## src/sv/sacg_pkg.sv

```systemverilog
// Package: types and constants for the shake and click gesture detector.
`timescale 1ns / 1ps

package sacg_pkg;

  localparam int unsigned SampleBits = 16;
  localparam int unsigned TimeBits   = 32;
  localparam int unsigned CountBits  = 5;
  localparam int unsigned ClickBits  = 2;
  localparam int unsigned CfgIdxBits = 3;
  localparam int unsigned CfgBits    = 16;

  typedef enum logic [1:0] {
    SHAKE_NONE  = 2'd0,
    SHAKE_LEFT  = 2'd1,
    SHAKE_RIGHT = 2'd2
  } shake_e;

  typedef enum logic [1:0] {
    BTN_NONE         = 2'd0,
    BTN_LONG_PRESS   = 2'd1,
    BTN_DOUBLE_CLICK = 2'd2
  } button_e;

  typedef enum logic [CfgIdxBits-1:0] {
    CFG_SHAKE_THRESHOLD = 3'd0,
    CFG_SHAKE_WINDOW    = 3'd1,
    CFG_SWINGS_TARGET   = 3'd2,
    CFG_HOLD            = 3'd3,
    CFG_DOUBLE_CLICK    = 3'd4
  } cfg_idx_e;

  localparam logic [15:0] ShakeThresholdRst = 16'd8000;
  localparam logic [15:0] ShakeWindowRst    = 16'd1000;
  localparam logic [3:0]  SwingsTargetRst   = 4'd2;
  localparam logic [15:0] HoldRst           = 16'd3000;
  localparam logic [15:0] DoubleClickRst    = 16'd400;

  typedef struct packed {
    logic [15:0] swing_thresh;
    logic [15:0] swing_window;
    logic [3:0]  shake_swings_target;
    logic [15:0] hold_ms;
    logic [15:0] double_click_ms;
  } cfg_t;

  typedef struct packed {
    logic signed [SampleBits-1:0] accel_x;
    logic                         button_down;
    logic [TimeBits-1:0]          now_ms;
  } in_item_t;

  typedef struct packed {
    shake_e  shake_gesture;
    button_e button_gesture;
  } out_item_t;

endpackage

```

## src/sv/sacg_shake.sv

```systemverilog
// Shake path: swing detection, reversal counting and window state.
`timescale 1ns / 1ps

module sacg_shake (
  input  logic                                 clk_i,
  input  logic                                 rst_ni,
  input  logic                                 step_i,
  input  sacg_pkg::cfg_t                       cfg_i,
  input  logic signed [sacg_pkg::SampleBits-1:0] x_i,
  input  logic [sacg_pkg::TimeBits-1:0]        now_i,
  output sacg_pkg::shake_e                     gesture_o
);

  logic [sacg_pkg::SampleBits-1:0] prev_x_q, prev_x_d;
  logic [sacg_pkg::CountBits-1:0]  count_q, count_d;
  logic                            positive_q, positive_d;
  logic [sacg_pkg::TimeBits-1:0]   win_start_q, win_start_d;

  logic [sacg_pkg::SampleBits-1:0] delta;
  logic                            negative;
  logic                            positive;
  logic [sacg_pkg::SampleBits:0]   mag;
  logic [sacg_pkg::TimeBits-1:0]   elapsed;
  logic [sacg_pkg::CountBits-1:0]  count_inc;
  logic [sacg_pkg::CountBits-1:0]  needed;

  always_comb begin
    delta     = x_i - prev_x_q;
    negative  = delta[sacg_pkg::SampleBits-1];
    positive  = !negative && (delta != '0);
    mag       = negative ? ({1'b0, ~delta} + 1'b1) : {1'b0, delta};
    elapsed   = now_i - win_start_q;
    count_inc = count_q + 1'b1;
    needed    = {cfg_i.shake_swings_target, 1'b0};

    prev_x_d    = x_i;
    count_d     = count_q;
    positive_d  = positive_q;
    win_start_d = win_start_q;
    gesture_o   = sacg_pkg::SHAKE_NONE;

    if (mag >= {1'b0, cfg_i.swing_thresh}) begin
      if ((count_q == '0) ||
          (elapsed > sacg_pkg::TimeBits'(cfg_i.swing_window))) begin
        // open a new window at this swing
        count_d     = sacg_pkg::CountBits'(1);
        positive_d  = positive;
        win_start_d = now_i;
      end else if (positive != positive_q) begin
        positive_d = positive;
        count_d    = count_inc;
        if (count_inc >= needed) begin
          gesture_o = negative ? sacg_pkg::SHAKE_LEFT : sacg_pkg::SHAKE_RIGHT;
          count_d   = '0;
        end
      end
    end
  end

  always_ff @(posedge clk_i or negedge rst_ni) begin
    if (!rst_ni) begin
      prev_x_q    <= '0;
      count_q     <= '0;
      positive_q  <= 1'b0;
      win_start_q <= '0;
    end else if (step_i) begin
      prev_x_q    <= prev_x_d;
      count_q     <= count_d;
      positive_q  <= positive_d;
      win_start_q <= win_start_d;
    end
  end

endmodule

```

## src/sv/sacg_button.sv

```systemverilog
// Button path: long press and double click detection.
`timescale 1ns / 1ps

module sacg_button (
  input  logic                          clk_i,
  input  logic                          rst_ni,
  input  logic                          step_i,
  input  sacg_pkg::cfg_t                cfg_i,
  input  logic                          pressed_i,
  input  logic [sacg_pkg::TimeBits-1:0] now_i,
  output sacg_pkg::button_e             gesture_o
);

  logic                           held_q, held_d;
  logic [sacg_pkg::TimeBits-1:0]  press_q, press_d;
  logic [sacg_pkg::TimeBits-1:0]  last_q, last_d;
  logic [sacg_pkg::ClickBits-1:0] clicks_q, clicks_d;
  logic [sacg_pkg::TimeBits-1:0]  cwin_q, cwin_d;

  logic                          long_press;
  logic [sacg_pkg::TimeBits-1:0] hold_time;
  logic [sacg_pkg::TimeBits-1:0] since_cwin;
  logic [sacg_pkg::TimeBits-1:0] since_last;
  logic [sacg_pkg::TimeBits-1:0] dclick;

  always_comb begin
    hold_time  = now_i - press_q;
    since_cwin = now_i - cwin_q;
    dclick     = sacg_pkg::TimeBits'(cfg_i.double_click_ms);

    held_d     = held_q;
    press_d    = press_q;
    last_d     = last_q;
    clicks_d   = clicks_q;
    cwin_d     = cwin_q;
    long_press = 1'b0;
    gesture_o  = sacg_pkg::BTN_NONE;

    if (pressed_i && !held_q) begin
      held_d  = 1'b1;
      press_d = now_i;
    end else if (!pressed_i && held_q) begin
      held_d = 1'b0;
      if (hold_time >= sacg_pkg::TimeBits'(cfg_i.hold_ms)) begin
        clicks_d   = '0;
        long_press = 1'b1;
      end else begin
        if (since_cwin > dclick) begin
          clicks_d = sacg_pkg::ClickBits'(1);
          cwin_d   = now_i;
        end else begin
          clicks_d = clicks_q + 1'b1;
        end
        last_d = now_i;
      end
    end

    since_last = now_i - last_d;

    if (long_press) begin
      gesture_o = sacg_pkg::BTN_LONG_PRESS;
    end else begin
      // drop a lone click once its window has passed
      if (!held_d && (clicks_d == sacg_pkg::ClickBits'(1)) && (since_last > dclick)) begin
        clicks_d = '0;
      end
      if (clicks_d >= sacg_pkg::ClickBits'(2)) begin
        clicks_d  = '0;
        gesture_o = sacg_pkg::BTN_DOUBLE_CLICK;
      end
    end
  end

  always_ff @(posedge clk_i or negedge rst_ni) begin
    if (!rst_ni) begin
      held_q   <= 1'b0;
      press_q  <= '0;
      last_q   <= '0;
      clicks_q <= '0;
      cwin_q   <= '0;
    end else if (step_i) begin
      held_q   <= held_d;
      press_q  <= press_d;
      last_q   <= last_d;
      clicks_q <= clicks_d;
      cwin_q   <= cwin_d;
    end
  end

endmodule

```

## src/sv/shake_and_click_gesture_detector_top.sv

```systemverilog
// Top level: handshake, configuration registers and the two gesture paths.
`timescale 1ns / 1ps
// Flow: an accepted item goes into the input register, which feeds the paths,
//   and the result register then holds the result item.
// Throughput: one item per cycle; the input stalls only while the input
//   register is full and the result register is held by a stalled output.
// Reset: asynchronous, active low; clears all gesture state and loads the
//   configuration defaults. No clearing pass follows reset.

module shake_and_click_gesture_detector_top (
  input  logic                                clk_i,
  input  logic                                rst_ni,
  // input item channel
  input  logic                                in_valid_i,
  output logic                                in_stall_o,
  input  sacg_pkg::in_item_t                  in_data_i,
  // result item channel
  output logic                                out_valid_o,
  input  logic                                out_stall_i,
  output sacg_pkg::out_item_t                 out_data_o,
  // configuration write channel
  input  logic                                cfg_valid_i,
  output logic                                cfg_ready_o,
  input  logic [sacg_pkg::CfgIdxBits-1:0]     cfg_index_i,
  input  logic [sacg_pkg::CfgBits-1:0]        cfg_data_i
);

  // Configuration registers: always ready, unknown indexes drop the write.
  sacg_pkg::cfg_t cfg_q;

  assign cfg_ready_o = 1'b1;

  always_ff @(posedge clk_i or negedge rst_ni) begin
    if (!rst_ni) begin
      cfg_q.swing_thresh        <= sacg_pkg::ShakeThresholdRst;
      cfg_q.swing_window        <= sacg_pkg::ShakeWindowRst;
      cfg_q.shake_swings_target <= sacg_pkg::SwingsTargetRst;
      cfg_q.hold_ms             <= sacg_pkg::HoldRst;
      cfg_q.double_click_ms     <= sacg_pkg::DoubleClickRst;
    end else if (cfg_valid_i) begin
      unique case (cfg_index_i)
        sacg_pkg::CFG_SHAKE_THRESHOLD: cfg_q.swing_thresh        <= cfg_data_i;
        sacg_pkg::CFG_SHAKE_WINDOW:    cfg_q.swing_window        <= cfg_data_i;
        sacg_pkg::CFG_SWINGS_TARGET:   cfg_q.shake_swings_target <= cfg_data_i[3:0];
        sacg_pkg::CFG_HOLD:            cfg_q.hold_ms             <= cfg_data_i;
        sacg_pkg::CFG_DOUBLE_CLICK:    cfg_q.double_click_ms     <= cfg_data_i;
        default: ;
      endcase
    end
  end

  // Input register: holds one accepted item until the paths evaluate it.
  logic                in_valid_q;
  sacg_pkg::in_item_t  in_q;
  logic                in_fire;
  // Result register: holds the finished item until the output takes it.
  logic                out_valid_q;
  sacg_pkg::out_item_t out_q;
  // Advance the input item into the result register and step the state.
  logic                advance;

  sacg_pkg::shake_e    shake_res;
  sacg_pkg::button_e   button_res;

  assign advance    = in_valid_q && (!out_valid_q || !out_stall_i);
  assign in_stall_o = in_valid_q && !advance;
  assign in_fire    = in_valid_i && !in_stall_o;

  always_ff @(posedge clk_i or negedge rst_ni) begin
    if (!rst_ni) begin
      in_valid_q <= 1'b0;
    end else if (in_fire) begin
      in_valid_q <= 1'b1;
    end else if (advance) begin
      in_valid_q <= 1'b0;
    end
  end

  always_ff @(posedge clk_i) begin
    if (in_fire) begin
      in_q <= in_data_i;
    end
  end

  sacg_shake u_shake (
    .clk_i     (clk_i),
    .rst_ni    (rst_ni),
    .step_i    (advance),
    .cfg_i     (cfg_q),
    .x_i       (in_q.accel_x),
    .now_i     (in_q.now_ms),
    .gesture_o (shake_res)
  );

  sacg_button u_button (
    .clk_i     (clk_i),
    .rst_ni    (rst_ni),
    .step_i    (advance),
    .cfg_i     (cfg_q),
    .pressed_i (in_q.button_down),
    .now_i     (in_q.now_ms),
    .gesture_o (button_res)
  );

  always_ff @(posedge clk_i or negedge rst_ni) begin
    if (!rst_ni) begin
      out_valid_q <= 1'b0;
    end else if (advance) begin
      out_valid_q <= 1'b1;
    end else if (!out_stall_i) begin
      out_valid_q <= 1'b0;
    end
  end

  always_ff @(posedge clk_i) begin
    if (advance) begin
      out_q.shake_gesture  <= shake_res;
      out_q.button_gesture <= button_res;
    end
  end

  assign out_valid_o = out_valid_q;
  assign out_data_o  = out_q;

  // An empty input register never stalls the input.
  a_no_idle_stall: assert property (@(posedge clk_i) disable iff (!rst_ni)
    !in_valid_q |-> !in_stall_o)
    else $error("input stalled with empty input register");

  // Every advance leaves a result waiting in the next cycle.
  a_advance_result: assert property (@(posedge clk_i) disable iff (!rst_ni)
    advance |=> out_valid_q)
    else $error("advanced item produced no result");

  // A stalled result is never overwritten by an advancing item.
  a_no_overwrite: assert property (@(posedge clk_i) disable iff (!rst_ni)
    (out_valid_q && out_stall_i) |-> !advance)
    else $error("result register overwritten while stalled");

  // An accepted item is held in the input register in the next cycle.
  a_item_kept: assert property (@(posedge clk_i) disable iff (!rst_ni)
    in_fire |=> in_valid_q)
    else $error("accepted item lost from input register");

endmodule

```

## config.mk

```make
export PLATFORM = sky130hd
export DESIGN_NAME = shake_and_click_gesture_detector_top
export DESIGN_NICKNAME = d
export VERILOG_FILES = /design/src/sv/sacg_pkg.sv /design/src/sv/sacg_shake.sv /design/src/sv/sacg_button.sv /design/src/sv/shake_and_click_gesture_detector_top.sv
export SDC_FILE = /design/constraint.sdc
export NUM_CORES = 1
export LEC_CHECK = 0
export BUFFER_PORTS_ARGS = -buffer_cell sky130_fd_sc_hd__buf_2
export CORE_ASPECT_RATIO = 2
export CORE_MARGIN = 1.5
export CORE_UTILIZATION = 64
export CTS_BUF_LIST = sky130_fd_sc_hd__clkbuf_8 sky130_fd_sc_hd__clkbuf_16
export CTS_CLUSTER_SIZE = 12
export DETAILED_ROUTE_END_ITERATION = 6
export GPL_TIMING_DRIVEN = 1
export PLACE_DENSITY = 0.9
export SLEW_MARGIN = 15
export SYNTH_ARGS = -nofsm -noshare
export SYNTH_HDL_FRONTEND = slang
export SYNTH_SLANG_ARGS = --single-unit
```

## constraint.sdc

```tcl
create_clock -name clk_i -period 9.1 [get_ports clk_i]
set_input_delay 1.365 -clock clk_i [delete_from_list [all_inputs] [get_ports clk_i]]
set_output_delay 1.365 -clock clk_i [all_outputs]
set_load 0.005 [all_outputs]
```

# Word level (Yosys, flattened, before mapping)
# Index checks and enable logic that the tools add are counted.
word_totals:
  input_bits: 73
  output_inout_bits: 7
  register_bits: 276
classes:
  n_eq_ne: 7
  magnitude_cmp: 7
  n_mux: 28
  reduce_logical: 33
  addsub: 8
  bitwise: 6
op_table:
  columns: ["operator", "count"]
  rows:
  - ["$sub 32x32->32", 4]
  - ["$gt 32x16->1", 3]
  - ["$mux 32", 3]
  - ["$ge 32x16->1", 1]
  - ["$mux 2", 10]
  - ["$add 16x1->17 const B", 1]
  - ["$ge 17x16->1", 1]
  - ["$mux 17", 1]
  - ["$not 16->16", 1]
  - ["$reduce_bool 16->1", 1]
  - ["$sub 16x16->16", 1]
  - ["$mux 5", 3]
  - ["$reduce_and 2->1", 6]
  - ["$mux 1", 11]
  - ["$logic_and 1x1->1", 8]
  - ["$logic_not 1->1", 8]
  - ["$eq 3x2->1 const B", 2]
  - ["$reduce_and 3->1", 2]
  - ["$add 5x1->5 const B", 1]
  - ["$ge 5x5->1", 1]
  - ["$logic_not 5->1", 1]
  - ["$not 1->1", 5]
  - ["$reduce_and 5->1", 1]
  - ["$reduce_bool 2->1", 2]
  - ["10 further kinds", 11]

# Longest topological paths before layout
depth:
  word_depth: 14
  mapped_depth: 43
  ltp_nobuf: 42

# Hierarchy
# Synthesis repeated with hierarchy kept, for this count alone.
hier_totals:
  cells_unflattened: 2234
  hier_area_um2: 21817.2
by_module_without_submodules:
  columns: ["module", "area_each_um2", "instances", "cells_each"]
  rows:
  - ["sacg_button", 11145.7, 1, 1285]
  - ["sacg_shake", 6344.8, 1, 739]
  - ["shake_and_click_gesture_detector_top", 4326.6, 1, 210]

# Worst setup path before layout
# OpenSTA, ideal clock, no wires.
synth_timing:
  path_kind: "reg2reg"
  start: "register in_q[1] in the netlist's numbering"
  end: "register u_button.clicks_q[0] in the netlist's numbering"
  period_less_slack_ns: 7.966
  t_arrival_ns: 7.872
  t_required_ns: 9.006
  n_path_buf: 1
  slack_ns: 1.134
  stages_incl_launch_ff: 42
  cell_sequence: "edfxtp_1 ha_1 nor2b_1 o31a_1 o41ai_2 o31a_1 xnor2_1 ha_1 or4_1 a2111oi_0 o211ai_1 nor4_1 nand4_1 a2111oi_0 nand4_1 nor2_1 buf_2 mux2i_1 (+6 left out) a21boi_0 o21ai_0 a21boi_0 o21a_1 nor2_1 xnor2_1 ha_1 nand3_1 nor2_1 nand2_1 a211oi_1 nor3_1 o2111ai_1 nor4_1 nand3_1 a211oi_1 a31oi_1 a211oi_1"
synth_via:
  elab_chain_len: 14
synth_rtl:
  columns: ["element", "line_no", "text"]
  rows:
  - ["start, declared", "shake_and_click_gesture_detector_top.sv:54", "sacg_pkg::in_item_t in_q;"]
  - ["start signal, assigned", "shake_and_click_gesture_detector_top.sv:81", "in_q <= in_data_i;"]
  - ["parallel branches: the longest is 13 deep, another holds $sub 32x32->32", null, null]
  - ["$mux 2 (*)", "sacg_button.sv:60", "if (long_press) begin"]
  - ["end signal, assigned", "sacg_button.sv:85", "clicks_q <= clicks_d;"]
  - ["end, declared", "sacg_button.sv:17", "logic [sacg_pkg::ClickBits-1:0] clicks_q, clicks_d;"]
# Mark *: on every way between the ends. The select of a mux whose other input is x is not followed.
# A chain may end at the register's enable or synchronous reset.

# Worst setup path after layout
layout_timing:
  start: "register u_button.press_q[1] in the netlist's numbering"
  end: "register u_button.clicks_q[0] in the netlist's numbering"
layout_via:
  elab_chain_len: 13
layout_rtl:
  columns: ["element", "line_no", "text"]
  rows:
  - ["start, declared", "sacg_button.sv:15", "logic [sacg_pkg::TimeBits-1:0] press_q, press_d;"]
  - ["start signal, assigned", "sacg_button.sv:83", "press_q <= press_d;"]
  - ["$sub 32x32->32 (*)", "sacg_button.sv:27", "hold_time = now_i - press_q;"]
  - ["$ge 32x16->1 (*)", "sacg_button.sv:44", "if (hold_time >= sacg_pkg::TimeBits'(cfg_i.hold_ms)) begin"]
  - ["$mux 32 (*)", "sacg_button.sv:44", null]
  - ["$mux 32 (*)", "sacg_button.sv:42", "end else if (!pressed_i && held_q) begin"]
  - ["$mux 32 (*)", "sacg_button.sv:39", "if (pressed_i && !held_q) begin"]
  - ["via u_button.last_d (one bit)", "sacg_button.sv:16", "logic [sacg_pkg::TimeBits-1:0] last_q, last_d;"]
  - ["$sub 32x32->32 (*)", "sacg_button.sv:58", "since_last = now_i - last_d;"]
  - ["$gt 32x16->1 (*)", "sacg_button.sv:64", "if (!held_d && (clicks_d == sacg_pkg::ClickBits'(1)) && (since_last > dclick)) begin"]
  - ["$logic_and 1x1->1 (*)", "sacg_button.sv:64", null]
  - ["$mux 2 (*)", "sacg_button.sv:64", null]
  - ["$mux 2 (*)", "sacg_button.sv:60", null]
  - ["$ge 2x2->1", "sacg_button.sv:67", "if (clicks_d >= sacg_pkg::ClickBits'(2)) begin"]
  - ["$mux 2 (*)", "sacg_button.sv:67", null]
  - ["$mux 2 (*)", "sacg_button.sv:60", null]
# The timed path passes the listed nets; every way through them passes the cells marked *. The select of a mux whose other input is x is not followed.

==> key figures <==
Floorplan
  • Die X: 132 um
  • Number of I/O pins: 80
  • Row count: 94
  • Die Span Y: 262 um
  • Core area: 0.0329 mm2
  • Die area: 0.0346 mm2
  • Starting Density: 65.0%

Synth
  • Post-synthesis cell type count: 89
  • Syn Nets: 2636
  • Netlist Area Pre-Place: 0.0214 mm2
  • Biggest area consumer among synthesized cells: dfrtp_1
  • Yosys reg bits: 276
  • Synth top area cells: dfrtp_1, ha_1, edfxtp_1
  • Post-synth EDFFs: 53
  • Post-synth ARST share: 80.8%
  • Syn Area/Cell: 9.19 um2
  • Synth Flop Type: dfrtp_1
  • Yosys top cell area share: 23.4%
  • Synthesis Warnings: 0
  • Register area share after synthesis: 33.6%
  • Syn Inst Count: 2330

Run status
  • Status: finished, violations left
  • Failing checks: design-rule violations

Pwr
  • Maximum vdd ir drop: 0.233 mV
  • Comb power frac: 55.0%
  • Seq pwr share: 27.2%
  • Switching power: 2.58 mW
  • Clock Power Share: 17.8%
  • Switch share: 43.1%
  • LEAKAGE: 10.6 nW
  • Power Dens Cells: 254 mW/mm2
  • Power Internal: 3.40 mW

STA
  • Min cycle time layout: 8.88 ns
  • Final Hold Fails: 0
  • Max Fclk: 113 MHz
  • Final period utilization: 97.6%
  • Max-slew violations: 0
  • # setup viols final: 0
  • Worst slew pin tran: 1.26 ns
  • Clk_skew: 0.0143 ns
  • Max_slew headroom: 15.4%
  • Worst Slack Setup Final: 0.218 ns
  • Final hold slack: 0.488 ns

Global routing
  • GRT Total Usage: 38.8%
  • Largest net degree at the start of global routing: 93
  • First-pass GRT wire length: 104000 um
  • Total gr overflow: 0
  • Vias in the first global route: 19.8k
  • Initial antenna violation count: 0

Cells and area
  • Sequential Area: 0.00720 mm2
  • Non-Filler Instances: 2904
  • Fill cells: 2418
  • N_diodes: 0
  • Final #Nets: 2758
  • Layout area overhead: 10.0%
  • Share of cells above drive strength 1: 16.1%
  • Most common cell after layout, fill and taps aside: inv_1
  • Commonest non-fill, non-tap cells in the layout: inv_1, ha_1, nand2_1, dfrtp_1, o21ai_0
  • Multi-input gate area: 0.0132 mm2

Worst hold path
  • Hold Crit Class: flip-flop to flip-flop
  • Critical hold path startpoint: in_q[47]$_DFFE_PP_
  • WHS Path Cells: 2

Job
  • Max-cap violation count: 0

Clocking
  • CTS max path bufs: 3
  • CTS tree: yes
  • Clock-pin slew on the worst setup and hold paths: 0.06 ns
  • Later-pin clock latency in the skew report: 0.58 ns
  • # H-tree levels: 1
  • CTS Hold Bufs: 0
  • Num CTS Buffers: 27
  • Root Driver: clkbuf_16
  • Clock sinks: 276

Critical path
  • Sum of buffers and inverters on the critical path: 5
  • Critical Path RT: 9.59 ns
  • Stages on the worst setup path: 41
  • Worst r2r src: u_button.press_q[1]$_DFFE_PN0P_
  • CP Data Arrival Time: 9.37 ns
  • Crit-path most repeated cell: ha_1
  • Worst path max stage delay: 0.54 ns
  • Worst Setup SP: u_button.press_q[1]$_DFFE_PN0P_
  • CP Class: flip-flop to flip-flop
  • Worst R2R Setup Slack: 0.22 ns
  • CP delay by family, top: compound AO/OA/AOI/OAI gates
  • Max FO, Critical Path: 8
  • FF-to-FF path depth: 41
  • CP Launch Type: flip-flop
  • Slowest cell on the critical path: or4_1
  • Crit end category: flip-flop

Routing
  • Vias/cell: 6.59
  • Via Count: 19.1k
  • Initial DRC count: 1479
  • Drt drc: 11
  • ANT nets after route: 0
  • DR pass1 iterations: 7
  • DRT Wirelength: 67900 um
  • Drt wl/cell: 23.4 um

Placed design
  • Placer Congestion: 1.02
  • I/O Buffers: 78
  • Setup WS pre-CTS: 0.458 ns
  • Final HPWL DP: 52100 um
  • Placed cell count: 2851
==> repair_timing <==
| item | in CTS | in global routing |
|---|---|---|
| gates resized for setup | 0 | 18 |
| setup endpoints to repair | 0 | 1 |
| buffers inserted | 0 | 3 |
==> worst min-delay path: stages, from the launching register on <==
cell      delay, ns
edfxtp_1       0.35
nand2_1        0.05
o21ai_0        0.06
==> cell type report <==
class	instances	share of cell area [%]
clock buffer	30	3.04
inverter	218	3.47
tap	432	2.29
sequential	276	30.6
clock inverter	19	0.377
multi-input combinational	1772	56.0
timing repair buffer	157	4.30
==> synthesized netlist by cell type (39+ instances only) <==
library cell and n:
a21o_1 39, nand2_1 214, mux2i_1 43, xor2_1 39, a21oi_1 177, nor2_1 114
mux2_2 116, nand3_1 39, ha_1 228, dfrtp_1 200, inv_1 217, edfxtp_1 53
xnor2_1 63, clkbuf_1 48, o21ai_0 181
==> path summary, 6_finish.rpt <==
path / to
worst max register to register: u_button.clicks_q[0]$_DFFE_PN0P_
worst min-delay path: u_shake.prev_x_q[14]$_DFFE_PN0P_
worst max-delay path: u_button.clicks_q[0]$_DFFE_PN0P_
max in group asynchronous: u_button.cwin_q[7]$_DFFE_PN0P_
min in group asynchronous: u_button.cwin_q[25]$_DFFE_PN0P_
worst min register to register: u_shake.prev_x_q[14]$_DFFE_PN0P_
==> per-layer routing <==
layer	routed length, um	GRT usage, %	vias up
met4	7210	34.6	0
met5	0	0	-
met1	22400	37.9	9211
met2	34500	70.9	849
met3	3850	5.67	368
li1	-	-	8701
==> state kept, by name (all words and copies together) (netlist names), 2 cells and up <==
name and cells:
cfg_q 68, in_q 49, u_button.cwin_q 32, u_button.last_q 32, u_button.press_q 32, u_shake.win_start_q 32
u_shake.prev_x_q 16, u_shake.count_q 5, out_data_o 4, u_button.clicks_q 2
==> power by group through the flow <==
| stage | combinational (mW) | clock, mW | sequential (mW) |
|---|---|---|---|
| floorplan | 2.30 | 0 | 1.61 |
| CTS | 3.19 | 1.07 | 1.62 |
| global placement | 3.04 | 0 | 1.63 |
| finish | 3.29 | 1.06 | 1.63 |
| global route | 3.59 | 1.12 | 1.65 |
| detailed placement | 3.15 | 0 | 1.64 |
==> through the flow <==
stage	power [mW]	cell area (um2)	util (%)	TNS, ns
global route	6.35	23600	71.5	-0.144
finish	5.98	23600	71.5	0
CTS	5.88	23500	71.2	0
floorplan	3.91	21400	-	0
global placement	4.67	22700	68.8	0
detailed placement	4.79	22700	68.8	0
==> cells by family after synthesis <==
family                   after synthesis  share of synthesized area (%)
AO/OA/AOI/OAI                        639                           18.9
AND/OR/NAND/NOR                      608                           14.0
buffers and inverters                282                           5.29
flip-flops                           276                           33.6
adder cells (fa/ha/maj)              233                           13.8
multiplexers                         189                           10.2
XOR/XNOR                             102                           4.17
other                                  1                         0.0175
Note: power is estimated with default switching activity, not from simulation.
